==> config.mk <==
export PLATFORM = sky130hd
export DESIGN_NAME = http_header_line_parser_unit
export DESIGN_NICKNAME = d
export VERILOG_FILES = /design/src/rtl/hhlp_pkg.sv /design/src/rtl/hhlp_classify.sv /design/src/rtl/http_header_line_parser_unit.sv
export SDC_FILE = /design/constraint.sdc
export NUM_CORES = 1
export LEC_CHECK = 0
export ABC_AREA = 0
export BUFFER_PORTS_ARGS = -buffer_cell sky130_fd_sc_hd__clkbuf_2
export CORE_ASPECT_RATIO = 0.9
export CORE_MARGIN = 2
export CORE_UTILIZATION = 50
export DETAILED_ROUTE_END_ITERATION = 8
export PLACE_DENSITY = 0.71
export SETUP_SLACK_MARGIN = 0.15
export SLEW_MARGIN = 40
export SYNTH_ARGS = -nofsm -noshare
export SYNTH_HDL_FRONTEND = slang
export SYNTH_SLANG_ARGS = --single-unit
export TNS_END_PERCENT = 50
==> constraint.sdc <==
create_clock -name clk -period 2.7 [get_ports clk]
set_input_delay 0.27 -clock clk [delete_from_list [all_inputs] [get_ports clk]]
set_output_delay 0.27 -clock clk [all_outputs]
set_load 0.01 [all_outputs]
==> src/rtl/hhlp_pkg.sv <==
// Package for the HTTP header line parser: character codes, result kinds,
// line error causes and the character class record.
// No dependencies.
`default_nettype none

package hhlp_pkg;

  localparam int PEND_DEPTH = 31;
  localparam int PEND_CNT_W = $clog2(PEND_DEPTH + 1);
  localparam int PEND_IDX_W = (PEND_DEPTH > 1) ? $clog2(PEND_DEPTH) : 1;

  localparam logic [7:0] CHR_HT    = 8'h09;
  localparam logic [7:0] CHR_LF    = 8'h0A;
  localparam logic [7:0] CHR_VT    = 8'h0B;
  localparam logic [7:0] CHR_CR    = 8'h0D;
  localparam logic [7:0] CHR_SP    = 8'h20;
  localparam logic [7:0] CHR_COLON = 8'h3A;

  localparam logic [1:0] KIND_NAME   = 2'd0;
  localparam logic [1:0] KIND_VALUE  = 2'd1;
  localparam logic [1:0] KIND_STATUS = 2'd2;
  localparam logic [1:0] KIND_END    = 2'd3;

  localparam logic [2:0] CAUSE_OK       = 3'd0;
  localparam logic [2:0] CAUSE_NO_COLON = 3'd1;
  localparam logic [2:0] CAUSE_EMPTY    = 3'd2;
  localparam logic [2:0] CAUSE_WS_COLON = 3'd3;
  localparam logic [2:0] CAUSE_BAD_NAME = 3'd4;

  typedef struct packed {
    logic       tchar;
    logic       cspace;
    logic       trim;
    logic [7:0] lower;
  } char_class_t;

endpackage

`default_nettype wire

==> src/rtl/hhlp_classify.sv <==
// Character classifier shared by every content step of the parser.
// Depends on hhlp_pkg for the character codes and the class record.
`default_nettype none

module hhlp_classify
  import hhlp_pkg::*;
(
  input  wire logic [7:0]  chr,
  output char_class_t      cls
);

  logic alnum;
  logic sym;

  always_comb begin
    alnum = ((chr >= 8'h61) && (chr <= 8'h7A)) || ((chr >= 8'h41) && (chr <= 8'h5A)) ||
            ((chr >= 8'h30) && (chr <= 8'h39));
    case (chr)
      8'h21, 8'h23, 8'h24, 8'h25, 8'h26, 8'h27, 8'h2A, 8'h2B,
      8'h2D, 8'h2E, 8'h5E, 8'h5F, 8'h60, 8'h7C, 8'h7E: sym = 1'b1;
      default: sym = 1'b0;
    endcase
    cls.tchar  = alnum || sym;
    cls.cspace = (chr == CHR_SP) || ((chr >= CHR_HT) && (chr <= CHR_CR));
    cls.trim   = (chr == CHR_SP) || (chr == CHR_HT) || (chr == CHR_VT) ||
                 (chr == CHR_CR) || (chr == CHR_LF);
    cls.lower  = ((chr >= 8'h41) && (chr <= 8'h5A)) ? (chr + 8'd32) : chr;
  end

endmodule

`default_nettype wire

==> src/rtl/http_header_line_parser_unit.sv <==
// Top level of the HTTP header line parser: byte sequencer, held whitespace
// memory and output register. Depends on hhlp_pkg and hhlp_classify.
//
// Raw header bytes enter on the in_ stream, one request per byte. Each byte
// yields zero or more results on the out_ stream: lowercased name bytes,
// value bytes, one status per line with its error cause, or an end-of-block
// marker for an empty line. out_tlast marks the final result of a byte.
// The sequencer takes the byte, then serves the held CR slot, then the byte
// itself, and in_tready stays low until it is back in idle. An LF that
// completes a CRLF ends the line at the held CR slot. Trailing whitespace
// inside a value is held in a small memory; when a later value byte
// arrives, the held bytes are replayed one per cycle while the receiver
// accepts them, before that byte is emitted.
// Results leave through a single output register. While the receiver
// stalls, the sequencer waits at the next result it has to emit, and no new
// byte is accepted. The register is freed by the receiver in the same cycle
// a new result is loaded.
// Reset clears the line state, the held CR and the output valid flag.
`default_nettype none

module http_header_line_parser_unit
  import hhlp_pkg::*;
(
  input  wire logic        clk,
  input  wire logic        rst_n,
  input  wire logic        in_tvalid,
  output logic             in_tready,
  input  wire logic [7:0]  in_tdata,   // [7:0] in_byte
  output logic             out_tvalid,
  input  wire logic        out_tready,
  output logic [15:0]      out_tdata,  // [7:0] out_byte, [10:8] error_cause, rest zero
  output logic [1:0]       out_tuser,  // [1:0] kind
  output logic             out_tlast   // last
);

  typedef enum logic [1:0] {PH_NAME, PH_SKIP, PH_BODY} phase_t;
  typedef enum logic [1:0] {ST_IDLE, ST_A, ST_B, ST_FLUSH} state_t;

  state_t                 state_r, state_nxt;
  phase_t                 phase_r, phase_nxt;
  logic [7:0]             byte_r, byte_nxt;
  logic                   cr_held_r, cr_held_nxt;
  logic                   name_seen_r, name_seen_nxt;
  logic                   name_bad_r, name_bad_nxt;
  logic                   prev_space_r, prev_space_nxt;
  logic [PEND_CNT_W-1:0]  pend_cnt_r, pend_cnt_nxt;
  logic                   pend_ovf_r, pend_ovf_nxt;
  logic [PEND_IDX_W-1:0]  flush_idx_r, flush_idx_nxt;
  logic                   out_valid_r, out_valid_nxt;
  logic [7:0]             out_byte_r, out_byte_nxt;
  logic [2:0]             out_cause_r, out_cause_nxt;
  logic [1:0]             out_kind_r, out_kind_nxt;
  logic                   out_last_r, out_last_nxt;

  logic [7:0]             pend_mem [PEND_DEPTH];
  logic [7:0]             rd_data_r;
  logic                   mem_we;

  logic [7:0]             cur_b;
  char_class_t            cls;
  logic                   can_emit;
  logic                   want;
  logic [1:0]             e_kind;
  logic [7:0]             e_byte;
  logic [2:0]             e_cause;
  logic                   e_last;
  logic                   content_go;
  logic                   last_flag;
  state_t                 done_state;

  assign cur_b = (state_r == ST_A) ? CHR_CR : byte_r;

  hhlp_classify u_classify (
    .chr (cur_b),
    .cls (cls)
  );

  assign can_emit   = !out_valid_r || out_tready;
  assign in_tready  = (state_r == ST_IDLE);
  assign out_tvalid = out_valid_r;
  assign out_tdata  = {5'd0, out_cause_r, out_byte_r};
  assign out_tuser  = out_kind_r;
  assign out_tlast  = out_last_r;

  always_comb begin
    state_nxt      = state_r;
    phase_nxt      = phase_r;
    byte_nxt       = byte_r;
    cr_held_nxt    = cr_held_r;
    name_seen_nxt  = name_seen_r;
    name_bad_nxt   = name_bad_r;
    prev_space_nxt = prev_space_r;
    pend_cnt_nxt   = pend_cnt_r;
    pend_ovf_nxt   = pend_ovf_r;
    flush_idx_nxt  = flush_idx_r;
    mem_we         = 1'b0;
    want           = 1'b0;
    e_kind         = KIND_NAME;
    e_byte         = 8'd0;
    e_cause        = CAUSE_OK;
    e_last         = 1'b0;

    content_go = ((state_r == ST_A) && cr_held_r && (byte_r != CHR_LF)) ||
                 ((state_r == ST_B) && (byte_r != CHR_CR));
    done_state = (state_r == ST_A) ? ST_B : ST_IDLE;
    last_flag  = (state_r == ST_A) ? ((byte_r == CHR_CR) || (byte_r == CHR_COLON)) : 1'b1;

    unique case (state_r)
      ST_IDLE: begin
        if (in_tvalid) begin
          byte_nxt  = in_tdata;
          state_nxt = ST_A;
        end
      end
      ST_A: begin
        if (!cr_held_r) begin
          state_nxt = ST_B;
        end else if (byte_r == CHR_LF) begin
          want   = 1'b1;
          e_last = 1'b1;
          if ((phase_r == PH_NAME) && !name_seen_r) begin
            e_kind = KIND_END;
          end else begin
            e_kind = KIND_STATUS;
            if (phase_r == PH_NAME) begin
              e_cause = CAUSE_NO_COLON;
            end else if (!name_seen_r) begin
              e_cause = CAUSE_EMPTY;
            end else if (prev_space_r) begin
              e_cause = CAUSE_WS_COLON;
            end else if (name_bad_r || pend_ovf_r) begin
              e_cause = CAUSE_BAD_NAME;
            end
          end
          if (can_emit) begin
            phase_nxt      = PH_NAME;
            name_seen_nxt  = 1'b0;
            name_bad_nxt   = 1'b0;
            prev_space_nxt = 1'b0;
            pend_cnt_nxt   = '0;
            pend_ovf_nxt   = 1'b0;
            cr_held_nxt    = 1'b0;
            state_nxt      = ST_IDLE;
          end
        end
      end
      ST_B: begin
        if (byte_r == CHR_CR) begin
          cr_held_nxt = 1'b1;
          state_nxt   = ST_IDLE;
        end
      end
      ST_FLUSH: begin
        want       = 1'b1;
        e_kind     = KIND_VALUE;
        e_byte     = rd_data_r;
        if (can_emit) begin
          if (PEND_CNT_W'(flush_idx_r) == (pend_cnt_r - PEND_CNT_W'(1))) begin
            pend_cnt_nxt = '0;
            state_nxt    = ST_B;
          end else begin
            flush_idx_nxt = flush_idx_r + PEND_IDX_W'(1);
          end
        end
      end
      default: state_nxt = ST_IDLE;
    endcase

    if (content_go) begin
      case (phase_r)
        PH_NAME: begin
          if (cur_b == CHR_COLON) begin
            phase_nxt = PH_SKIP;
            state_nxt = done_state;
          end else begin
            want   = 1'b1;
            e_kind = KIND_NAME;
            e_byte = cls.lower;
            e_last = last_flag;
            if (can_emit) begin
              name_seen_nxt  = 1'b1;
              name_bad_nxt   = name_bad_r || !cls.tchar;
              prev_space_nxt = cls.cspace;
              state_nxt      = done_state;
            end
          end
        end
        PH_SKIP: begin
          if (cls.trim) begin
            state_nxt = done_state;
          end else begin
            want   = 1'b1;
            e_kind = KIND_VALUE;
            e_byte = cur_b;
            e_last = last_flag;
            if (can_emit) begin
              phase_nxt = PH_BODY;
              state_nxt = done_state;
            end
          end
        end
        default: begin
          if (cls.trim) begin
            if (pend_cnt_r < PEND_CNT_W'(PEND_DEPTH)) begin
              mem_we       = 1'b1;
              pend_cnt_nxt = pend_cnt_r + PEND_CNT_W'(1);
            end else begin
              pend_ovf_nxt = 1'b1;
            end
            state_nxt = done_state;
          end else if (pend_cnt_r == '0) begin
            want   = 1'b1;
            e_kind = KIND_VALUE;
            e_byte = cur_b;
            e_last = last_flag;
            if (can_emit) begin
              state_nxt = done_state;
            end
          end else begin
            flush_idx_nxt = '0;
            state_nxt     = ST_FLUSH;
          end
        end
      endcase
    end

    if ((state_r == ST_A) && (state_nxt == ST_B)) begin
      cr_held_nxt = 1'b0;
    end

    if (want && can_emit) begin
      out_valid_nxt = 1'b1;
      out_byte_nxt  = e_byte;
      out_cause_nxt = e_cause;
      out_kind_nxt  = e_kind;
      out_last_nxt  = e_last;
    end else begin
      out_valid_nxt = out_valid_r && !out_tready;
      out_byte_nxt  = out_byte_r;
      out_cause_nxt = out_cause_r;
      out_kind_nxt  = out_kind_r;
      out_last_nxt  = out_last_r;
    end
  end

  always_ff @(posedge clk) begin
    if (mem_we) begin
      pend_mem[pend_cnt_r[PEND_IDX_W-1:0]] <= cur_b;
    end
    rd_data_r <= pend_mem[flush_idx_nxt];
  end

  always_ff @(posedge clk) begin
    if (!rst_n) begin
      state_r      <= ST_IDLE;
      phase_r      <= PH_NAME;
      cr_held_r    <= 1'b0;
      name_seen_r  <= 1'b0;
      name_bad_r   <= 1'b0;
      prev_space_r <= 1'b0;
      pend_cnt_r   <= '0;
      pend_ovf_r   <= 1'b0;
      flush_idx_r  <= '0;
      out_valid_r  <= 1'b0;
    end else begin
      state_r      <= state_nxt;
      phase_r      <= phase_nxt;
      cr_held_r    <= cr_held_nxt;
      name_seen_r  <= name_seen_nxt;
      name_bad_r   <= name_bad_nxt;
      prev_space_r <= prev_space_nxt;
      pend_cnt_r   <= pend_cnt_nxt;
      pend_ovf_r   <= pend_ovf_nxt;
      flush_idx_r  <= flush_idx_nxt;
      out_valid_r  <= out_valid_nxt;
    end
    byte_r      <= byte_nxt;
    out_byte_r  <= out_byte_nxt;
    out_cause_r <= out_cause_nxt;
    out_kind_r  <= out_kind_nxt;
    out_last_r  <= out_last_nxt;
  end

endmodule

`default_nettype wire

# Word-level counts from Yosys, hierarchy flattened
# Memory sizes are Yosys's and may differ from the RTL's. A register that Yosys moved wholly into a read port is not among the register bits.
# Index checks and enable logic that the tools add are counted.
# word_totals
ff_bits	42
mem_bits_rw	248
inputBits	12
output_inout_bits	21
word_cells	236
n_memories	1
# mem_list
memory	depth	word_bits	read_ports	rd_ports_with_merged_regs	write_ports	line	rtl
pend_mem	31	8	1	1	1	http_header_line_parser_unit.sv:55	logic [7:0] pend_mem [PEND_DEPTH];
# classes
addsub	4
magnitude_cmp	9
eq_ne	33
n_mux	127
n_bitwise	5
reduce_logical	40
# ops
cell	n
8-bit by 6-bit == test with 1-bit output (second input constant)	13
5-bit 2-to-1 mux	16
8-bit 2-to-1 mux	8
2-bit 2-to-1 mux	31
1-bit 2-to-1 mux	60
8-bit by 4-bit == test with 1-bit output (second input constant)	6
8-bit by 7-bit == test with 1-bit output (second input constant)	5
8-bit by 7-bit >= comparator with 1-bit output (second input constant)	2
8-bit by 7-bit less-or-equal comparator with 1-bit output (second input constant)	2
8-bit by 4-bit != test with 1-bit output (second input constant)	2
2-bit one-hot mux with 2 select lines	4
8-bit one-hot mux with 2 select lines	1
15-bit OR reduction	1
1-bit logical OR	13
1-bit logical AND	11
5-bit by 1-bit adder with 5-bit output (second input constant)	2
5-bit one-hot mux with 2 select lines	1
8-bit by 6-bit adder with 8-bit output (second input constant)	1
8-bit by 4-bit >= comparator with 1-bit output (second input constant)	1
8-bit by 6-bit >= comparator with 1-bit output (second input constant)	1
8-bit by 4-bit less-or-equal comparator with 1-bit output (second input constant)	1
8-bit by 6-bit less-or-equal comparator with 1-bit output (second input constant)	1
1-bit one-hot mux with 2 select lines	4
2-bit one-hot mux with 4 select lines	1
other kinds (17)	30

# Depth between registers and ports, before layout
# logic_depth
depth_word	14
ltp_mapped	14
ltp_nobuf	11

# Modules after synthesis
# Synthesis repeated with hierarchy kept, for this count alone.
# unflattened
cells_unflattened	1042
hier_area_um2	13261.5
# by_module_without_submodules
module	n_inst	cells_each	area_per_inst_um2	seq_area_each_um2
http_header_line_parser_unit	1	992	12893.6	8668.3
hhlp_classify	1	50	367.9	0.0

# Worst setup path before layout
# Ideal clock, no wire load.
# synth_timing
kind	register to register
from	register byte_r[5]
to	register out_byte_r[0], enable pin
setup_ps	394
arrival_time_ps	2510
required_time_ps	2306
slack_ps	-203
stages_incl_launch_ff	6
n_path_buf	0
period_less_slack_ps	2903
cell_sequence	edfxtp_1 > nor3_1 > or4b_1 > inv_1 > nand3_1 > a31oi_1
# synth_between
elab_chain_len	10
elab_cells_between_ends	27
classes_between	eq/ne (9); mux (10); reduce/logical (8)
# synth_lines
item	line	rtl
start: declaration	http_header_line_parser_unit.sv:41	logic [7:0] byte_r, byte_nxt;
start signal: assignment	http_header_line_parser_unit.sv:277	byte_r <= byte_nxt;
branches (longest 8 deep; another with 8-bit by 4-bit == test with 1-bit output)	n/a	
1-bit 2-to-1 mux (*)	http_header_line_parser_unit.sv:169	if (content_go) begin
1-bit logical AND (*)	http_header_line_parser_unit.sv:231	if (want && can_emit) begin
end signal: assignment	http_header_line_parser_unit.sv:278	out_byte_r <= out_byte_nxt;
end: declaration	http_header_line_parser_unit.sv:50	logic [7:0] out_byte_r, out_byte_nxt;
# Every way passes the cells marked *.
# A chain may end at the register's enable or synchronous reset.

# Worst setup path in the final report
# layout_timing
from	register pend_cnt_r[0]
to	register rd_data_r[5], read port of pend_mem
# layout_between
elab_chain_len	9
elab_cells_between_ends	10
classes_between	add/sub (1); eq/ne (1); mux (7); reduce/logical (1)
# layout_lines
item	line	rtl
start: declaration	http_header_line_parser_unit.sv:46	logic [PEND_CNT_W-1:0] pend_cnt_r, pend_cnt_nxt;
start signal: assignment	http_header_line_parser_unit.sv:272	pend_cnt_r <= pend_cnt_nxt;
5-bit by 1-bit subtractor with 5-bit output	http_header_line_parser_unit.sv:158	if (PEND_CNT_W'(flush_idx_r) == (pend_cnt_r - PEND_CNT_W'(1))) begin
5-bit == test	http_header_line_parser_unit.sv:158	
5-bit 2-to-1 mux	http_header_line_parser_unit.sv:158	
5-bit 2-to-1 mux	http_header_line_parser_unit.sv:157	if (can_emit) begin
5-bit 2-to-1 mux	http_header_line_parser_unit.sv:108	unique case (state_r)
5-bit 2-to-1 mux	http_header_line_parser_unit.sv:211	end else if (pend_cnt_r == '0) begin
5-bit 2-to-1 mux	http_header_line_parser_unit.sv:203	if (cls.trim) begin
5-bit 2-to-1 mux	http_header_line_parser_unit.sv:170	case (phase_r)
5-bit 2-to-1 mux (*)	http_header_line_parser_unit.sv:169	
end: declaration	http_header_line_parser_unit.sv:56	logic [7:0] rd_data_r;
# Mark *: on every way between the ends. The rest lies on a longest branch, timed or not.

==> impl_metrics.ini <==
[status]
status = complete, but fails checks
violations = setup timing

[job]
drv_cap = 0

[yosys]
synth.distinct_cells = 64
synth_xor_area_share_pct = 0.416
synth_edf_count = 270
netlist_area_um2 = 12600
synth_top_family_by_area = simple AND/OR/NAND/NOR gates
ys_seq_area_share_pct = 68.6
synth-compound-area-share_pct = 10.3
ys_ff_latch = 298
synthCells = 942
yosysWarnings = 0
synth_fa_ha_area_share_pct = 0.693
synth_top_flop_cell = edfxtp_1
synthSimpleGateAreaFrac_pct = 12.7
async_reset_ff_share_pct = 0
avgSynthCellArea_um2 = 13.4
synthMuxAreaShare_pct = 4.43

[power_and_ir_drop]
power.total_uw = 9910
peakVddDrop_v = 0.000490
leakagePower_uw = 0.00606
cellPowerDensity_nw_per_um2 = 581

[worst_setup_path]
end_kind = flop
required_ns = 3.20
critPathKind = flop to flop
startpoint_type = flop
cp_data_arrival_time_ns = 3.35
slowest_delay_ns = 0.33
path_max_fanout = 8
critPathSlowestCell = dfxtp_2
r2r_setup_slack_ns = -0.15
path_common_cell = buf_4
path_cells = inv_2 -> ha_4 -> xnor2_2 -> a22oi_2 -> o2111a_2 -> buf_4 -> o31a_1 -> buf_12 -> and4b_1 -> buf_4 -> a32oi_2 -> o2111ai_2 -> nor3_1

[route]
routed_wirelength_um = 34400
vias = 8857
firstDrtPassIters = 7
viasPerCell = 5.80
drt_iter0_markers = 720
ant_nets = 0
drc = 0
post_drt_wl_per_cell_um = 22.5

[timing]
slew_headroom_pct = 57.5
finalSetupViolCount = 8
period_minus_slack_ns = 2.85
fin_crit_sh_pct = 106
worst_slew_pin_slew_ns = 0.633
hold_violations = 0
fin_setup_tns_ns = -0.717
fmax_mhz = 351
rsz0062_at_grt = true
worst_slack_ns = -0.149
whs_ns = 0.0420
slew_violations = 0
fin_skew_ns = 0.0272

[final_layout]
final_layout_size_suffix_gt1_share_pct = 37.7
final_cells = 1526
fin_nets = 1179
area_delta_synth_final_pct = 34.9
fill_cells = 1674
diodes = 0

[floorplan]
io_pins = 33
rows = 55
start_util_pct = 50.6
die_w_um = 172
die_area_um2 = 26600
die_h_um = 155
core_area_um2 = 25000

[clock_network]
clockBufferDepth = 3
path_clk_slew_ns = 0.06
clock_sinks = 298
cts_buffers = 30
clock_latency_ns = 0.58
ctsHtreeMaxLevel = 1
cts_tree = built
cts_root_buf = clkbuf_16

[placed_design]
portBuffers = 27
dp.cells = 1417
gp_congestion = 0.934
place_ws_ns = -0.546
hpwl_um = 21900

[global_routing]
grt_pass1_vias = 8582
grt.total_usage_pct = 25.1
grt_pass1_wl_um = 49900
grt_max_degree = 35
overflow = 0
antenna_found_initial = 0

[min_path]
hold_path_class = input pin to flop
-- flip-flops by register name (all words and copies together), names as in the netlist --
| signal | cells |
|---|---|
| pend_mem | 248 |
| cr_held_r | 1 |
| out_byte_r | 8 |
| pend_ovf_r | 1 |
| out_cause_r | 3 |
| pend_cnt_r | 5 |
| rd_data_r | 8 |
| state_r | 2 |
| phase_r | 2 |
| out_tvalid | 1 |
| out_tuser | 2 |
| out_tlast | 1 |
| flush_idx_r | 5 |
| prev_space_r | 1 |
| name_seen_r | 1 |
| name_bad_r | 1 |
| byte_r | 8 |
-- kinds of logic (layout without fill, tap and decap cells) --
logic type | count (synthesis) | count (layout)
AOI/OAI and AO/OA | 180 | 181
other | 1 | 5
and+or+nand+nor | 328 | 328
muxes | 56 | 56
xor gates and xnor gates | 6 | 6
DFF | 298 | 298
buffers and inverters | 66 | 303
adders and majority gates | 7 | 7
-- cells in the mapped netlist (all sizes together), types with 5 or more instances --
master / number / share of area [%]
nand2: 105 / 3.2
clkbuf: 18 / 0.54
mux2i: 56 / 4.4
nor3: 15 / 0.59
nand3b: 8 / 0.48
dfxtp: 28 / 4.4
nand3: 26 / 1.0
ha: 7 / 0.69
and3: 9 / 0.45
nand2b: 6 / 0.30
o2111ai: 9 / 0.62
a21oi: 34 / 1.3
a32oi: 18 / 1.2
a22o: 5 / 0.35
edfxtp: 270 / 64
o221ai: 16 / 1.1
or2: 5 / 0.25
nor2b: 7 / 0.35
nor2: 98 / 2.9
buf: 37 / 2.0
o21ai: 22 / 0.87
and2: 24 / 1.2
a211oi: 32 / 1.9
o21bai: 9 / 0.53
nand4: 6 / 0.35
inv: 10 / 0.30
-- report_power, final --
group          leakage [uW]  switching, uW  internal, uW
Sequential          0.00267           16.9          5110
Clock              0.000480           1720          2480
Combinational       0.00291            356           224
-- worst paths after layout --
path / start / endpoint / cells after the start
hold / removal: rst_n / cr_held_r$_SDFFE_PP0P_ / 2
hold reg to reg: name_bad_r$_SDFF_PN0_ / name_bad_r$_SDFF_PN0_ / 2
setup reg to reg: pend_cnt_r[0]$_SDFF_PN0_ / rd_data_r[5]$_DFF_P_ / 13
setup / recovery: pend_cnt_r[0]$_SDFF_PN0_ / rd_data_r[5]$_DFF_P_ / 13
-- area by class of cell --
cell class | count | area, um^2 | share of cell area [%]
multi-input combinational | 583 | 4690 | 27.5
clock buffer | 45 | 857 | 5.02
timing repair buffer | 236 | 2230 | 13.0
inverter | 11 | 41.3 | 0.242
tap | 342 | 428 | 2.51
sequential | 298 | 8670 | 50.8
clock inverter | 11 | 148 | 0.865
-- per-layer routing --
layer  share of wire (%)  track usage [%]  wire (um)
met3                 7.9             5.62       2720
met2                  48             40.8      16500
met5                   0                0          0
met1                  41             33.5      14100
met4                 3.0             8.84       1020
-- worst max-delay path, delay by kind of cell, from the launching register on --
family,cells,cell delay [ns]
and+or+nand+nor,2,0.40
adders and majority gates,1,0.18
AOI/OAI and AO/OA,5,1.19
buffers and inverters,4,0.54
xor gates and xnor gates,1,0.15
DFF,1,0.33
-- cell usage in the layout, fill, tap and decap left out, drive strengths merged, types with 26 or more instances in the layout --
| master | instances |
|---|---|
| a211oi | 32 |
| mux2i | 56 |
| dfxtp | 28 |
| nand3 | 26 |
| a21oi | 34 |
| buf | 197 |
| nand2 | 105 |
| clkbuf | 76 |
| edfxtp | 270 |
| nor2 | 98 |
-- timing repair --
| item | in CTS | in global routing |
|---|---|---|
| hold buffers | 8 | 0 |
| endpoints found under the setup margin | 284 | 291 |
| resized for setup | 96 | 101 |
| hold endpoints to repair | 8 | 0 |
| pin swaps | 40 | 49 |
| cloned | 3 | 4 |
| buffers inserted | 20 | 18 |
-- through the flow --
stage / cell area [um^2] / util [%]
2_1_floorplan: 13000 / -
3_3_place_gp: 14500 / 58.2
3_5_place_dp: 14500 / 58.2
4_1_cts: 16400 / 65.5
5_1_grt: 17100 / 68.3
6_report: 17100 / 68.3
No activity file was read; power rests on OpenSTA's default activity.
